==> config.mk <==
export PLATFORM = sky130hd
export DESIGN_NAME = per_channel_plateau_tracker
export DESIGN_NICKNAME = d
export VERILOG_FILES = /design/src/hw/rtl/ppt_pkg.sv /design/src/hw/rtl/per_channel_plateau_tracker.sv /design/src/hw/rtl/ppt_ram.sv
export VERILOG_INCLUDE_DIRS = /design/src /design/src/hw/rtl
export SDC_FILE = /design/constraint.sdc
export NUM_CORES = 1
export LEC_CHECK = 0
export BUFFER_PORTS_ARGS = -buffer_cell sky130_fd_sc_hd__buf_2
export CAP_MARGIN = 40
export CORE_MARGIN = 3
export CORE_UTILIZATION = 40
export DETAILED_ROUTE_END_ITERATION = 6
export HOLD_SLACK_MARGIN = 0.03
export PLACE_DENSITY = 0.64
export REMOVE_ABC_BUFFERS = 1
export SYNTH_ARGS = -nofsm -noshare
export SYNTH_HDL_FRONTEND = slang
export SYNTH_SLANG_ARGS = --single-unit
==> constraint.sdc <==
create_clock -name i_clk -period 6.6 [get_ports i_clk]
set_clock_uncertainty 0.1 [all_clocks]
set_input_delay 0.66 -clock i_clk [delete_from_list [all_inputs] [get_ports i_clk]]
set_output_delay 0.66 -clock i_clk [all_outputs]
set_load 0.03 [all_outputs]
==> src/hw/rtl/per_channel_plateau_tracker_defines.svh <==
// Assertion macros shared by the plateau tracker RTL.
`ifndef PER_CHANNEL_PLATEAU_TRACKER_DEFINES_SVH
`define PER_CHANNEL_PLATEAU_TRACKER_DEFINES_SVH

// Same-cycle implication, held off while reset is asserted.
`define PPT_ASSERT_NOW(lbl, clk, rstn, ante, cons) \
    lbl: assert property (@(posedge clk) disable iff (!(rstn)) (ante) |-> (cons)) \
        else $error("plateau tracker: same-cycle check failed");

// Next-cycle implication, held off while reset is asserted.
`define PPT_ASSERT_NEXT(lbl, clk, rstn, ante, cons) \
    lbl: assert property (@(posedge clk) disable iff (!(rstn)) (ante) |=> (cons)) \
        else $error("plateau tracker: next-cycle check failed");

`endif

==> src/hw/rtl/ppt_pkg.sv <==
package ppt_pkg;

    // Default number of channels held in the store.
    localparam int CHANNELS_DEFAULT = 16;

    // The channel field is four bits wide, so at most this many channels are reachable.
    localparam int CHANNEL_FIELD_LIMIT = 16;

    localparam int HITS_W    = 16;
    localparam int DAC_W     = 8;
    localparam int CHAN_W    = 4;
    localparam int COLUMN_W  = 6;
    localparam int ROW_W     = 7;
    localparam int COUNT_W   = 5;
    localparam int CFG_IDX_W = 2;
    localparam int CFG_DATA_W = 7;

    // One store entry: maximum count, plateau begin and plateau end.
    localparam int ENTRY_W = HITS_W + 2 * DAC_W;

    // Configuration register indexes.
    localparam logic [CFG_IDX_W-1:0] REG_TARGET_COLUMN = 2'd0;
    localparam logic [CFG_IDX_W-1:0] REG_TARGET_ROW    = 2'd1;
    localparam logic [CFG_IDX_W-1:0] REG_CHANNEL_COUNT = 2'd2;

    // Input mode codes.
    localparam logic MODE_SAMPLE = 1'b0;
    localparam logic MODE_FINISH = 1'b1;

    typedef struct packed {
        logic [HITS_W-1:0] max_hits;
        logic [DAC_W-1:0]  begin_dac;
        logic [DAC_W-1:0]  end_dac;
    } t_entry;

endpackage

==> src/hw/rtl/per_channel_plateau_tracker.sv <==
// Per-channel plateau tracker for a delay-DAC sweep. Each sweep sample names a channel, a
// pixel, a DAC value and a hit count; only samples from the configured target pixel on a
// channel below the active channel count take part. For every channel the block keeps the
// largest hit count seen, the DAC value where it was first reached and the last DAC value
// that matched it, all in one synchronous RAM entry. A finish transfer reads the channels
// out in order, one result per channel with the quarter-way setting and a last flag on the
// final one, and then empties the store. An ignored sample leaves the block idle; a used
// sample has its entry read and then written back, since the RAM read data is registered
// after the address is presented. A finish reads the active channels one after another
// and holds while the output side stalls. The store needs no clearing pass: one valid bit
// per entry is cleared by reset and by each finish, and an entry without it reads as zero.
// Configuration is taken at any time through the write port and should only change while
// the block is idle.
`include "per_channel_plateau_tracker_defines.svh"

module per_channel_plateau_tracker #(
    parameter int CHANNELS = ppt_pkg::CHANNELS_DEFAULT
) (
    input  logic                           i_clk,
    input  logic                           i_rst_n,

    // Configuration write port.
    input  logic                           i_cfg_we,
    input  logic [ppt_pkg::CFG_IDX_W-1:0]  i_cfg_index,
    input  logic [ppt_pkg::CFG_DATA_W-1:0] i_cfg_data,

    // Input channel.
    input  logic                           i_valid,
    output logic                           o_stall,
    input  logic                           i_mode,
    input  logic [ppt_pkg::CHAN_W-1:0]     i_channel,
    input  logic [ppt_pkg::COLUMN_W-1:0]   i_pixel_column,
    input  logic [ppt_pkg::ROW_W-1:0]      i_pixel_row,
    input  logic [ppt_pkg::DAC_W-1:0]      i_dac_value,
    input  logic [ppt_pkg::HITS_W-1:0]     i_hit_count,

    // Result channel.
    output logic                           o_valid,
    input  logic                           i_stall,
    output logic [ppt_pkg::CHAN_W-1:0]     o_channel_out,
    output logic                           o_found,
    output logic [ppt_pkg::DAC_W-1:0]      o_setting,
    output logic [ppt_pkg::DAC_W-1:0]      o_plateau_begin,
    output logic [ppt_pkg::DAC_W-1:0]      o_plateau_end,
    output logic                           o_last
);

    localparam int AW = (CHANNELS > 1) ? $clog2(CHANNELS) : 1;

    // Channels that can actually be addressed: bounded by the store and by the field width.
    localparam int LIMIT = (CHANNELS < ppt_pkg::CHANNEL_FIELD_LIMIT) ?
                           CHANNELS : ppt_pkg::CHANNEL_FIELD_LIMIT;
    localparam logic [ppt_pkg::COUNT_W-1:0] LIMIT_CNT = ppt_pkg::COUNT_W'(LIMIT);

    typedef enum logic [2:0] {
        S_IDLE   = 3'b001,
        S_UPDATE = 3'b010,
        S_FINISH = 3'b100
    } t_state;

    t_state r_state, n_state;

    // Configuration registers.
    logic [ppt_pkg::COLUMN_W-1:0] r_target_column;
    logic [ppt_pkg::ROW_W-1:0]    r_target_row;
    logic [ppt_pkg::COUNT_W-1:0]  r_channel_count;

    // Per-entry valid bits; an entry that is not valid reads as all zero.
    logic [CHANNELS-1:0] r_valid, n_valid;

    // Address of the entry whose data the RAM presents, and the finish readout counter.
    logic [AW-1:0]               r_addr, n_addr;
    logic [ppt_pkg::CHAN_W-1:0]  r_k, n_k;

    // Latched sample payload.
    logic [ppt_pkg::HITS_W-1:0]  r_hits, n_hits;
    logic [ppt_pkg::DAC_W-1:0]   r_dac, n_dac;

    // Output register.
    logic                        r_out_valid, n_out_valid;
    logic [ppt_pkg::CHAN_W-1:0]  r_out_channel, n_out_channel;
    logic                        r_out_found, n_out_found;
    logic [ppt_pkg::DAC_W-1:0]   r_out_setting, n_out_setting;
    logic [ppt_pkg::DAC_W-1:0]   r_out_begin, n_out_begin;
    logic [ppt_pkg::DAC_W-1:0]   r_out_end, n_out_end;
    logic                        r_out_last, n_out_last;

    // RAM port signals.
    logic                        ram_we, ram_re;
    logic [AW-1:0]               ram_raddr;
    logic [ppt_pkg::ENTRY_W-1:0] ram_rdata;
    ppt_pkg::t_entry             wr_entry;

    logic                        in_fire, out_free, sample_used;
    logic [ppt_pkg::COUNT_W-1:0] active_cnt;
    ppt_pkg::t_entry             cur;
    logic [8:0]                  diff, quarter, set_sum;
    logic                        out_is_top;

    ppt_ram #(
        .WIDTH (ppt_pkg::ENTRY_W),
        .DEPTH (CHANNELS)
    ) u_store (
        .i_clk   (i_clk),
        .i_we    (ram_we),
        .i_waddr (r_addr),
        .i_wdata (wr_entry),
        .i_re    (ram_re),
        .i_raddr (ram_raddr),
        .o_rdata (ram_rdata)
    );

    assign active_cnt = (r_channel_count > LIMIT_CNT) ? LIMIT_CNT : r_channel_count;

    assign o_stall  = (r_state != S_IDLE);
    assign in_fire  = i_valid && (r_state == S_IDLE);
    assign out_free = !r_out_valid || !i_stall;

    assign sample_used = ({1'b0, i_channel} < active_cnt)
                       && (i_pixel_column == r_target_column)
                       && (i_pixel_row == r_target_row);

    // The entry the RAM currently presents, with never-written entries forced to zero.
    assign cur = r_valid[r_addr] ? ppt_pkg::t_entry'(ram_rdata) : '0;

    // setting = begin + (end - begin) / 4, the quotient truncated toward zero.
    assign diff    = {1'b0, cur.end_dac} - {1'b0, cur.begin_dac};
    assign quarter = {{2{diff[8]}}, diff[8:2]}
                   + ((diff[8] && (diff[1:0] != 2'b00)) ? 9'd1 : 9'd0);
    assign set_sum = {1'b0, cur.begin_dac} + quarter;

    always_comb begin
        n_state       = r_state;
        n_valid       = r_valid;
        n_addr        = r_addr;
        n_k           = r_k;
        n_hits        = r_hits;
        n_dac         = r_dac;
        n_out_valid   = r_out_valid && i_stall;
        n_out_channel = r_out_channel;
        n_out_found   = r_out_found;
        n_out_setting = r_out_setting;
        n_out_begin   = r_out_begin;
        n_out_end     = r_out_end;
        n_out_last    = r_out_last;
        ram_re        = 1'b0;
        ram_raddr     = r_addr;
        ram_we        = 1'b0;
        wr_entry      = cur;

        case (r_state)
            S_IDLE: begin
                if (in_fire) begin
                    if (i_mode == ppt_pkg::MODE_SAMPLE) begin
                        if (sample_used) begin
                            ram_re    = 1'b1;
                            ram_raddr = AW'(i_channel);
                            n_addr    = AW'(i_channel);
                            n_hits    = i_hit_count;
                            n_dac     = i_dac_value;
                            n_state   = S_UPDATE;
                        end
                    end else if (active_cnt == '0) begin
                        // No active channels: nothing to report, the store is still emptied.
                        n_valid = '0;
                    end else begin
                        ram_re    = 1'b1;
                        ram_raddr = '0;
                        n_addr    = '0;
                        n_k       = '0;
                        n_state   = S_FINISH;
                    end
                end
            end
            S_UPDATE: begin
                // A higher count restarts the plateau; an equal count extends it.
                if (r_hits > cur.max_hits) begin
                    ram_we             = 1'b1;
                    wr_entry.max_hits  = r_hits;
                    wr_entry.begin_dac = r_dac;
                    wr_entry.end_dac   = r_dac;
                end else if (r_hits == cur.max_hits) begin
                    ram_we           = 1'b1;
                    wr_entry.end_dac = r_dac;
                end
                if (ram_we) begin
                    n_valid[r_addr] = 1'b1;
                end
                n_state = S_IDLE;
            end
            S_FINISH: begin
                // The RAM data stays put while the result register is full.
                if (out_free) begin
                    n_out_valid   = 1'b1;
                    n_out_channel = r_k;
                    n_out_found   = (cur.end_dac != '0);
                    n_out_setting = (cur.end_dac != '0) ? set_sum[7:0] : '0;
                    n_out_begin   = cur.begin_dac;
                    n_out_end     = cur.end_dac;
                    n_out_last    = ({1'b0, r_k} + 5'd1 == active_cnt);
                    if ({1'b0, r_k} + 5'd1 == active_cnt) begin
                        n_valid = '0;
                        n_state = S_IDLE;
                    end else begin
                        n_k       = r_k + 4'd1;
                        ram_re    = 1'b1;
                        ram_raddr = AW'(r_k + 4'd1);
                        n_addr    = AW'(r_k + 4'd1);
                    end
                end
            end
            default: begin
                n_state = S_IDLE;
            end
        endcase
    end

    always_ff @(posedge i_clk) begin
        if (!i_rst_n) begin
            r_state         <= S_IDLE;
            r_valid         <= '0;
            r_out_valid     <= 1'b0;
            r_addr          <= '0;
            r_k             <= '0;
            r_target_column <= '0;
            r_target_row    <= '0;
            r_channel_count <= 5'd16;
        end else begin
            r_state     <= n_state;
            r_valid     <= n_valid;
            r_out_valid <= n_out_valid;
            r_addr      <= n_addr;
            r_k         <= n_k;
            if (i_cfg_we) begin
                case (i_cfg_index)
                    ppt_pkg::REG_TARGET_COLUMN: begin
                        r_target_column <= i_cfg_data[ppt_pkg::COLUMN_W-1:0];
                    end
                    ppt_pkg::REG_TARGET_ROW: begin
                        r_target_row <= i_cfg_data[ppt_pkg::ROW_W-1:0];
                    end
                    ppt_pkg::REG_CHANNEL_COUNT: begin
                        r_channel_count <= i_cfg_data[ppt_pkg::COUNT_W-1:0];
                    end
                    default: begin
                    end
                endcase
            end
        end
    end

    // Payload registers carry no reset.
    always_ff @(posedge i_clk) begin
        r_hits        <= n_hits;
        r_dac         <= n_dac;
        r_out_channel <= n_out_channel;
        r_out_found   <= n_out_found;
        r_out_setting <= n_out_setting;
        r_out_begin   <= n_out_begin;
        r_out_end     <= n_out_end;
        r_out_last    <= n_out_last;
    end

    assign o_valid         = r_out_valid;
    assign o_channel_out   = r_out_channel;
    assign o_found         = r_out_found;
    assign o_setting       = r_out_setting;
    assign o_plateau_begin = r_out_begin;
    assign o_plateau_end   = r_out_end;
    assign o_last          = r_out_last;

    // True when the held result describes the highest active channel.
    assign out_is_top = ({1'b0, r_out_channel} + 5'd1 == active_cnt);

    // The update state always hands back to idle in the next cycle, so the next sample sees the write.
    `PPT_ASSERT_NEXT(a_update_one_cycle, i_clk, i_rst_n, r_state == S_UPDATE, r_state == S_IDLE)

    // The readout counter never walks past the active channels.
    `PPT_ASSERT_NOW(a_finish_in_range, i_clk, i_rst_n, r_state == S_FINISH, {1'b0, r_k} < active_cnt)

    // A result flagged last always describes the highest active channel.
    `PPT_ASSERT_NOW(a_last_is_top, i_clk, i_rst_n, r_out_valid && r_out_last, out_is_top)

    // After a finish run ends, the store is empty.
    `PPT_ASSERT_NEXT(a_finish_clears, i_clk, i_rst_n, r_state == S_FINISH && n_state == S_IDLE, r_valid == '0)

endmodule

==> src/hw/rtl/ppt_ram.sv <==
module ppt_ram #(
    parameter int WIDTH = 32,
    parameter int DEPTH = 16,
    localparam int AW = (DEPTH > 1) ? $clog2(DEPTH) : 1
) (
    input  logic             i_clk,
    input  logic             i_we,
    input  logic [AW-1:0]    i_waddr,
    input  logic [WIDTH-1:0] i_wdata,
    input  logic             i_re,
    input  logic [AW-1:0]    i_raddr,
    output logic [WIDTH-1:0] o_rdata
);

    logic [WIDTH-1:0] r_mem [DEPTH];
    logic [WIDTH-1:0] r_rdata;

    always_ff @(posedge i_clk) begin
        if (i_we) begin
            r_mem[i_waddr] <= i_wdata;
        end
        if (i_re) begin
            r_rdata <= r_mem[i_raddr];
        end
    end

    assign o_rdata = r_rdata;

endmodule

==> results by group, run 1 <==
Flow run
  • Max cap viols: 0

STA
  • Slew Viols, Final: 0
  • Fmax: approximately 170 MHz
  • Period minus WS final: 5.909 ns
  • Max transition margin: 0.2063
  • Hold WS: roughly 0.13 ns
  • Final hold viol count: 0
  • Worst Tran Pin Value: 1.191 ns
  • RSZ-0062 raised after global routing: false
  • Setup-failing EPs final: 0
  • PnR worst setup slack: 0.6908 ns
  • TNS Setup: 0 ns
  • Fin crit share: 0.8953

Drt
  • Total Wirelength: 59.77 mm
  • DRC Markers: 0
  • Pre-antenna DRT Iters: 5
  • Final ANT Viol Nets: 0
  • Drt initial violations: 1,184
  • Drt wl/cell: 23.68 um
  • Vias/cell: 5.496
  • Via count: 13,870

Global route
  • Met2 usage: 0.2833
  • Initial antenna violation count: 1
  • Pin count of the biggest net entering global routing: between 100 and 150
  • Gr busiest metal: met2
  • Tot GR Track Use: 0.1730
  • Met1 usage: 0.2396
  • Met3 GRT Util: 0.02650
  • First-pass GRT wire length: 89.92 mm
  • Vias in the first global route: 14,160
  • Remaining Overflow, GRT: 0

Placement
  • Gpl congestion: between 0.7 and 0.8
  • Placed Instances: 2,403
  • Post-DP HPWL: 33.21 mm
  • IO buf count: 87
  • Worst slack, placed: about 0.37 ns

Setup path
  • Crit path cell chain: mux4_2 > mux4_2 > and2_1 > inv_1 > ha_1 > inv_1 > fa_1 > a21o_1 > a21oi_1 > o21bai_1 > a21oi_1 > o21bai_1 > a21oi_1 > o21ai_0 > fa_1 > fa_1 > nor2b_1 > o21ai_0 > nand2b_1 > a21o_1 > a21oi_1 > xor2_1 > nor2_1
  • Critical Path Sink Type: flop
  • Critical path peak fanout: 8
  • Crit-path leading delay family: compound AO/OA/AOI/OAI gates
  • Worst path max stage delay: about 0.56 ns
  • Worst Path Required: 6.85 ns
  • CP max-delay cell: mux4_2
  • Buf/Inv on CP: 2
  • Startpoint types: flop
  • Crit Path Category: reg -> reg
  • Most common cell on crit path: a21oi_1
  • Arrival @ worst endpoint: 6.16 ns

Synthesis
  • Seq/Total Area, Yosys: 0.7177
  • Synth Area in Compound Gates: 0.04595
  • Post-synth ARST share: 0
  • Post-synthesis mux area share: 0.1398
  • Most frequent cell after synthesis: edfxtp_1
  • YS warnings: 0
  • Area contributors post-synth: edfxtp_1, mux4_2, dfxtp_1
  • Post-Synth Adder-Cell Area: 0.01846
  • Avg Inst Size Synth: 17.92 um^2
  • Yosys cell types: 57
  • Largest family of logic cells by synthesized area: multiplexers
  • Post-synth top cells: edfxtp_1, mux4_2, mux2i_1, nor2_1, nand2_1
  • Synthesized area: 26,300 um^2
  • Flop and latch count out of synthesis: roughly 640
  • Synth top area share: 0.6827
  • Post-Synth Simple-Gate Area: 0.04386
  • XOR/XNOR Fraction of Synth Area: 0.009846
  • Post-synth top flop: edfxtp_1
  • Yosys top cell by area: edfxtp_1
  • Post-synthesis cell count: 1,468
  • Number of synthesized flops with an enable pin: 598

Final layout
  • Fill cell count: 5,470
  • Nets@finish: 1,713
  • Area growth from synthesis to layout: 14.68%
  • Final Non-Filler Cells: about 2,500
  • Layout cells sized above 1: 0.2722

Clock network
  • Clk sinks: about 640
  • Num CTS Buffers: 67
  • Clock Latency Late Sink: 0.61 ns
  • CTS max path bufs: 3
  • # hold bufs at CTS: 0
  • H-tree depth: 3
  • Reg clk slew, reported paths: 0.06 ns
  • CTS Root Cell: clkbuf_16
  • CTS tree: yes

Power and ir drop
  • Logic gate share of total power: 0.056
  • P_leak: 0.01071 uW
  • Sequential share of power: 0.514
  • Worst VDD drop: 165.1 uV
  • Pwr Density: a little under 300 nW/um^2
  • Internal power: 6876 uW
  • Switching power: 1834 uW
  • Sw Ratio: 0.2106
  • Clk pwr share: 0.430
  • Total power: 8710 uW

Min path
  • Min-delay worst type: in -> reg

Floorplan
  • DIE AREA: just under 70,000 um^2
  • Die H: between 200 and 300 um
  • Cell Rows: 93
  • Die Span X: 262.4 um
  • Starting Density: 0.4066
  • Ports: 88
  • Core Box Area: 64,700 um^2

Outcome
  • Outcome: completed
==> per-stage QoR <==
step,cell area [um^2],utilization
after floorplan,25810,-
after global placement,27900,0.4312
after detailed placement,27970,0.4324
after CTS,30140,0.4659
after global routing,30170,0.4663
final,30170,0.4663
==> layer usage <==
metal / vias to the layer above / wire, um
met5: - / 0
met4: 0 / 1428
met3: 93 / 3594
met2: 473 / 29170
met1: 7176 / 25570
li1: 6129 / -
==> path summary, 6_finish.rpt <==
kind	cells past startpoint	from	slack, ns	end
worst max-delay path	23	r_addr[0]	0.69	o_setting[6]
worst min-delay path	1	i_hit_count[11]	0.13	r_hits[11]
worst max register to register	23	r_addr[0]	0.69	o_setting[6]
worst min register to register	2	r_valid[9]	0.37	r_valid[9]
==> cells by family after synthesis <==
logic type | after synthesis
multiplexers | 235
flip-flops | 644
XOR/XNOR | 28
AO/OA/AOI/OAI | 164
buffers and inverters | 113
AND/OR/NAND/NOR | 247
adder cells (fa/ha/maj) | 37
==> final cells by class <==
cell class / count / area [um^2] / area share
diodes: 1 / 2.502 / 0.00008295
inverters: 40 / 150.1 / 0.004977
clock buffers: 78 / 1760 / 0.05836
clock inverters: 39 / 407.9 / 0.01352
repair buffers: 156 / 973.4 / 0.03227
flip-flops and latches: 644 / 18880 / 0.6258
well taps: 855 / 1070 / 0.03546
multi-input cells: 711 / 6924 / 0.2295
==> power groups by stage <==
stage | registers [uW] | clock network (uW) | logic, uW
global placement | 4570 | 0 | 480
global route | 4480 | 3980 | 534
detailed placement | 4570 | 0 | 488
CTS | 4480 | 3820 | 490
floorplan | 4570 | 0 | 433
finish | 4480 | 3740 | 487
==> layout by cell type, fill, tap and decap left out, drive strengths merged, types with 18 or more instances in the layout <==
master and count:
mux2i 85, a22oi 35, dfxtp 46, ha 34, buf 156, mux2 49, inv 44, mux4 101
nor2 79, nand2 66, nor3 22, o211ai 32, edfxtp 598, clkbuf 78, clkinv 25, a31oi 18
nand3 21, o21ai 29
==> registers in the layout, indices dropped and copies added (netlist names), 5 cells and up <==
signal,cells
r_target_column,6
u_store.r_mem,512
r_target_row,7
r_valid,16
r_dac,8
o_setting,8
r_channel_count,5
o_plateau_end,8
u_store.o_rdata,32
r_hits,16
o_plateau_begin,8
==> timing repair <==
| item | 4_1_cts | 5_1_grt |
|---|---|---|
| setup endpoints to repair | 0 | 1 |
| gates resized for setup | 0 | 0 |
| buffers inserted | 0 | 3 |
No activity file was read; power rests on OpenSTA's default activity.
==> run 2, diff against run 1 <==
PLACE_DENSITY = 0.65   (was 0.64)
SYNTH_HIERARCHICAL = 1   (was default)
==> results by group, run 2 <==
Synthesis
  • Number of synthesized flops with an enable pin: 598 (unchanged)
  • Synthesized area: 25,830 um^2 (was 26,300 um^2)
  • Flop and latch count out of synthesis: 644 (unchanged)
  • Most frequent cell after synthesis: edfxtp_1 (unchanged)
  • Seq/Total Area, Yosys: 0.7308 (was 0.7177)
  • Post-synth ARST share: 0 (unchanged)
  • Synth top area share: 0.6951 (was 0.6827)
  • Area contributors post-synth: edfxtp_1, mux4_2, dfxtp_1 (unchanged)
  • Yosys cell types: 65 (was 57)
  • Yosys top cell by area: edfxtp_1 (unchanged)
  • Post-synth top cells: edfxtp_1, mux4_2, nand2_1, a22oi_1, nor2_1 (was edfxtp_1, mux4_2, mux2i_1, nor2_1, nand2_1)
  • Post-synth top flop: edfxtp_1 (unchanged)
  • Avg Inst Size Synth: 18.10 um^2 (was 17.92 um^2)
  • YS warnings: 6 (was 0)
  • Post-synthesis cell count: 1,427 (was 1,468)

Clock network
  • CTS max path bufs: 3 (unchanged)
  • H-tree depth: 3 (unchanged)
  • Clk sinks: 644 (unchanged)
  • CTS Root Cell: clkbuf_16 (unchanged)
  • Num CTS Buffers: 67 (unchanged)
  • Clock Latency Late Sink: 0.61 ns (about the same)
  • Reg clk slew, reported paths: 0.06 ns (about the same)
  • # hold bufs at CTS: 0 (unchanged)
  • CTS tree: yes (unchanged)
  • Post-cts resize count: 0 (unchanged)
  • Total setup buffers inserted after CTS: 0 (unchanged)

Global route
  • First-pass GRT wire length: 85.84 mm (was 89.92 mm)
  • Vias in the first global route: 13,880 (was 14,160)
  • Remaining Overflow, GRT: 0 (unchanged)
  • Pin count of the biggest net entering global routing: 129 (was 130)
  • Tot GR Track Use: 0.1695 (was 0.1730)
  • Initial antenna violation count: 0 (was 1)

Setup path
  • Crit path cell chain: nor2_1 > a22oi_1 > nand3_1 > nand2_1 > buf_4 > nand2_1 > ha_1 > and3_1 > and3_1 > o311ai_0 > and3_1 > a21oi_1 > buf_4 > or3b_2 > nor2_4 > buf_4 (was mux4_2 > mux4_2 > and2_1 > inv_1 > ha_1 > inv_1 > fa_1 > a21o_1 > a21oi_1 > o21bai_1 > a21oi_1 > o21bai_1 > a21oi_1 > o21ai_0 > fa_1 > fa_1 > nor2b_1 > o21ai_0 > nand2b_1 > a21o_1 > a21oi_1 > xor2_1 > nor2_1)
  • Worst Path Required: 6.78 ns (was 6.85 ns)
  • Critical Path Sink Type: flop (unchanged)
  • Startpoint types: flop (unchanged)
  • Arrival @ worst endpoint: 5.80 ns (was 6.16 ns)
  • Critical path peak fanout: 22 (was 8)
  • Worst path max stage delay: 0.72 ns (was 0.56 ns)
  • CP max-delay cell: dfxtp_1 (was mux4_2)
  • Crit Path Category: reg -> reg (unchanged)

Final layout
  • Layout cells sized above 1: 0.2515 (was 0.2722)
  • Diode count: 0 (was 1)
  • Multi-input logic area: 6700 um^2 (was 6924 um^2)
  • Commonest non-fill, non-tap cell in the layout: edfxtp_1 (unchanged)
  • Nets@finish: 1,676 (was 1,713)
  • Register Area: 18,880 um^2 (unchanged)
  • Most frequent cells in the layout: edfxtp_1, mux4_2, nand2_1 (was edfxtp_1, mux4_2, buf_2)
  • Area growth from synthesis to layout: 15.71% (was 14.68%)
  • Fill cell count: 5,268 (was 5,470)
  • Biggest register: u_store/r_mem (was u_store.r_mem)
  • Max reg flops: 512 (unchanged)

Placement
  • IO buf count: 87 (unchanged)
  • Post-DP HPWL: 35.14 mm (was 33.21 mm)
  • Gpl congestion: 0.8294 (was 0.7447)

STA
  • Fmax: 178.1 MHz (was 169.2 MHz)
  • Fin crit share: 0.8509 (was 0.8953)
  • TNS Setup: 0 ns (unchanged)
  • Slew Viols, Final: 0 (unchanged)
  • Period minus WS final: 5.616 ns (was 5.909 ns)
  • Final hold viol count: 0 (unchanged)
  • Max transition margin: 0.3506 (was 0.2063)
  • Worst Tran Pin Value: 0.9741 ns (was 1.191 ns)
  • Setup-failing EPs final: 0 (unchanged)
  • RSZ-0062 raised after global routing: false (unchanged)

Min path
  • Min-delay worst type: in -> reg (unchanged)

Power and ir drop
  • Worst VDD drop: 162.7 uV (was 165.1 uV)
  • Total power: 8156 uW (was 8710 uW)
  • Pwr Density: 272.9 nW/um^2 (was 288.7 nW/um^2)
  • P_leak: 0.009199 uW (was 0.01071 uW)

Floorplan
  • Ports: 88 (unchanged)
  • DIE AREA: 67,670 um^2 (was 68,870 um^2)
  • Starting Density: 0.4073 (was 0.4066)
  • Core Box Area: 63,430 um^2 (was 64,700 um^2)
  • Cell Rows: 92 (was 93)
  • Die H: 260.1 um (was 262.4 um)
  • Die Span X: 260.1 um (was 262.4 um)

Drt
  • Drt initial violations: 1,390 (was 1,184)
  • Vias/cell: 5.512 (was 5.496)
  • Via count: 13,670 (was 13,870)
  • DRC Markers: 0 (unchanged)
  • Drt wl/cell: 22.91 um (was 23.68 um)
  • Final ANT Viol Nets: 0 (unchanged)
  • Pre-antenna DRT Iters: 5 (unchanged)
  • Total Wirelength: 56.81 mm (was 59.77 mm)

Flow run
  • Max cap viols: 0 (unchanged)

Outcome
  • Outcome: completed (unchanged)
==> run 2: changes by cell type in the layout (fill, tap and decap cells not counted), moves of 20 or more <==
cell,delta
nor2_1,-37
mux2i_1,-58
a22oi_1,+36
o211ai_2,-20
mux2_2,-42
nand2_1,+40
mux4_2,+27
==> run 2: path summary, 6_finish.rpt <==
check	slack [ns]	endpoint	from	cells past startpoint
setup / recovery	0.98	u_store/r_mem[1][30]	r_addr[1]	16
hold / removal	0.13	r_dac[7]	i_dac_value[7]	1
setup reg to reg	0.98	u_store/r_mem[1][30]	r_addr[1]	16
hold reg to reg	0.36	r_valid[14]	r_valid[14]	2
==> run 2: power breakdown <==
part	internal [uW]	total [uW]	switching, uW
Clock	2080	3560	1480
Sequential	4420	4430	9.06
Combinational	68.3	159	91.1
Total	6570	8160	1580
==> run 2: final cells by class <==
| type | instances | share of cell area |
|---|---|---|
| repair buffers | 152 | 0.03591 |
| well taps | 846 | 0.03541 |
| flip-flops and latches | 644 | 0.6315 |
| clock buffers | 88 | 0.06015 |
| multi-input cells | 691 | 0.2241 |
| clock inverters | 32 | 0.009460 |
| inverters | 27 | 0.003390 |
==> run 2: per-layer routing <==
layer  vias up  global-route usage  wire length (um)
met2       454              0.2682             26730
li1       6056                   -                 -
met4         0             0.04645              1264
met5         -                   0                 0
met1      7060              0.2388             25010
met3       100             0.03700              3807
==> run 2: logic make-up after synthesis <==
group	Yosys count	synth area share
AO/OA/AOI/OAI	180	0.04616
XOR/XNOR	29	0.009832
adder cells (fa/ha/maj)	37	0.01879
buffers and inverters	92	0.01603
flip-flops	644	0.7308
multiplexers	162	0.1251
AND/OR/NAND/NOR	283	0.05333
==> run 2: critical path: cells and delay by family, from the launching register on <==
family / cells / cell delay (ns)
fa+ha+maj: 1 / 0.29
flops: 1 / 0.72
buf+inv: 3 / 0.95
simple gates: 9 / 2.69
compound gates: 3 / 0.52
==> run 2: through the flow <==
step           setup slack [ns]  area [um^2]  instances  hold WS (ns)  utilization
4_1_cts                  0.7215        29880       2479       0.09208       0.4711
2_1_floorplan            -1.645        25520       1362        0.3370            -
5_1_grt                  0.6266        29890       2480        0.1070       0.4713
6_report                 0.9838        29890       2480        0.1286       0.4713
3_3_place_gp             0.8717        27700       2354        0.3539       0.4368
3_5_place_dp             0.7347        27800       2359        0.3530       0.4383
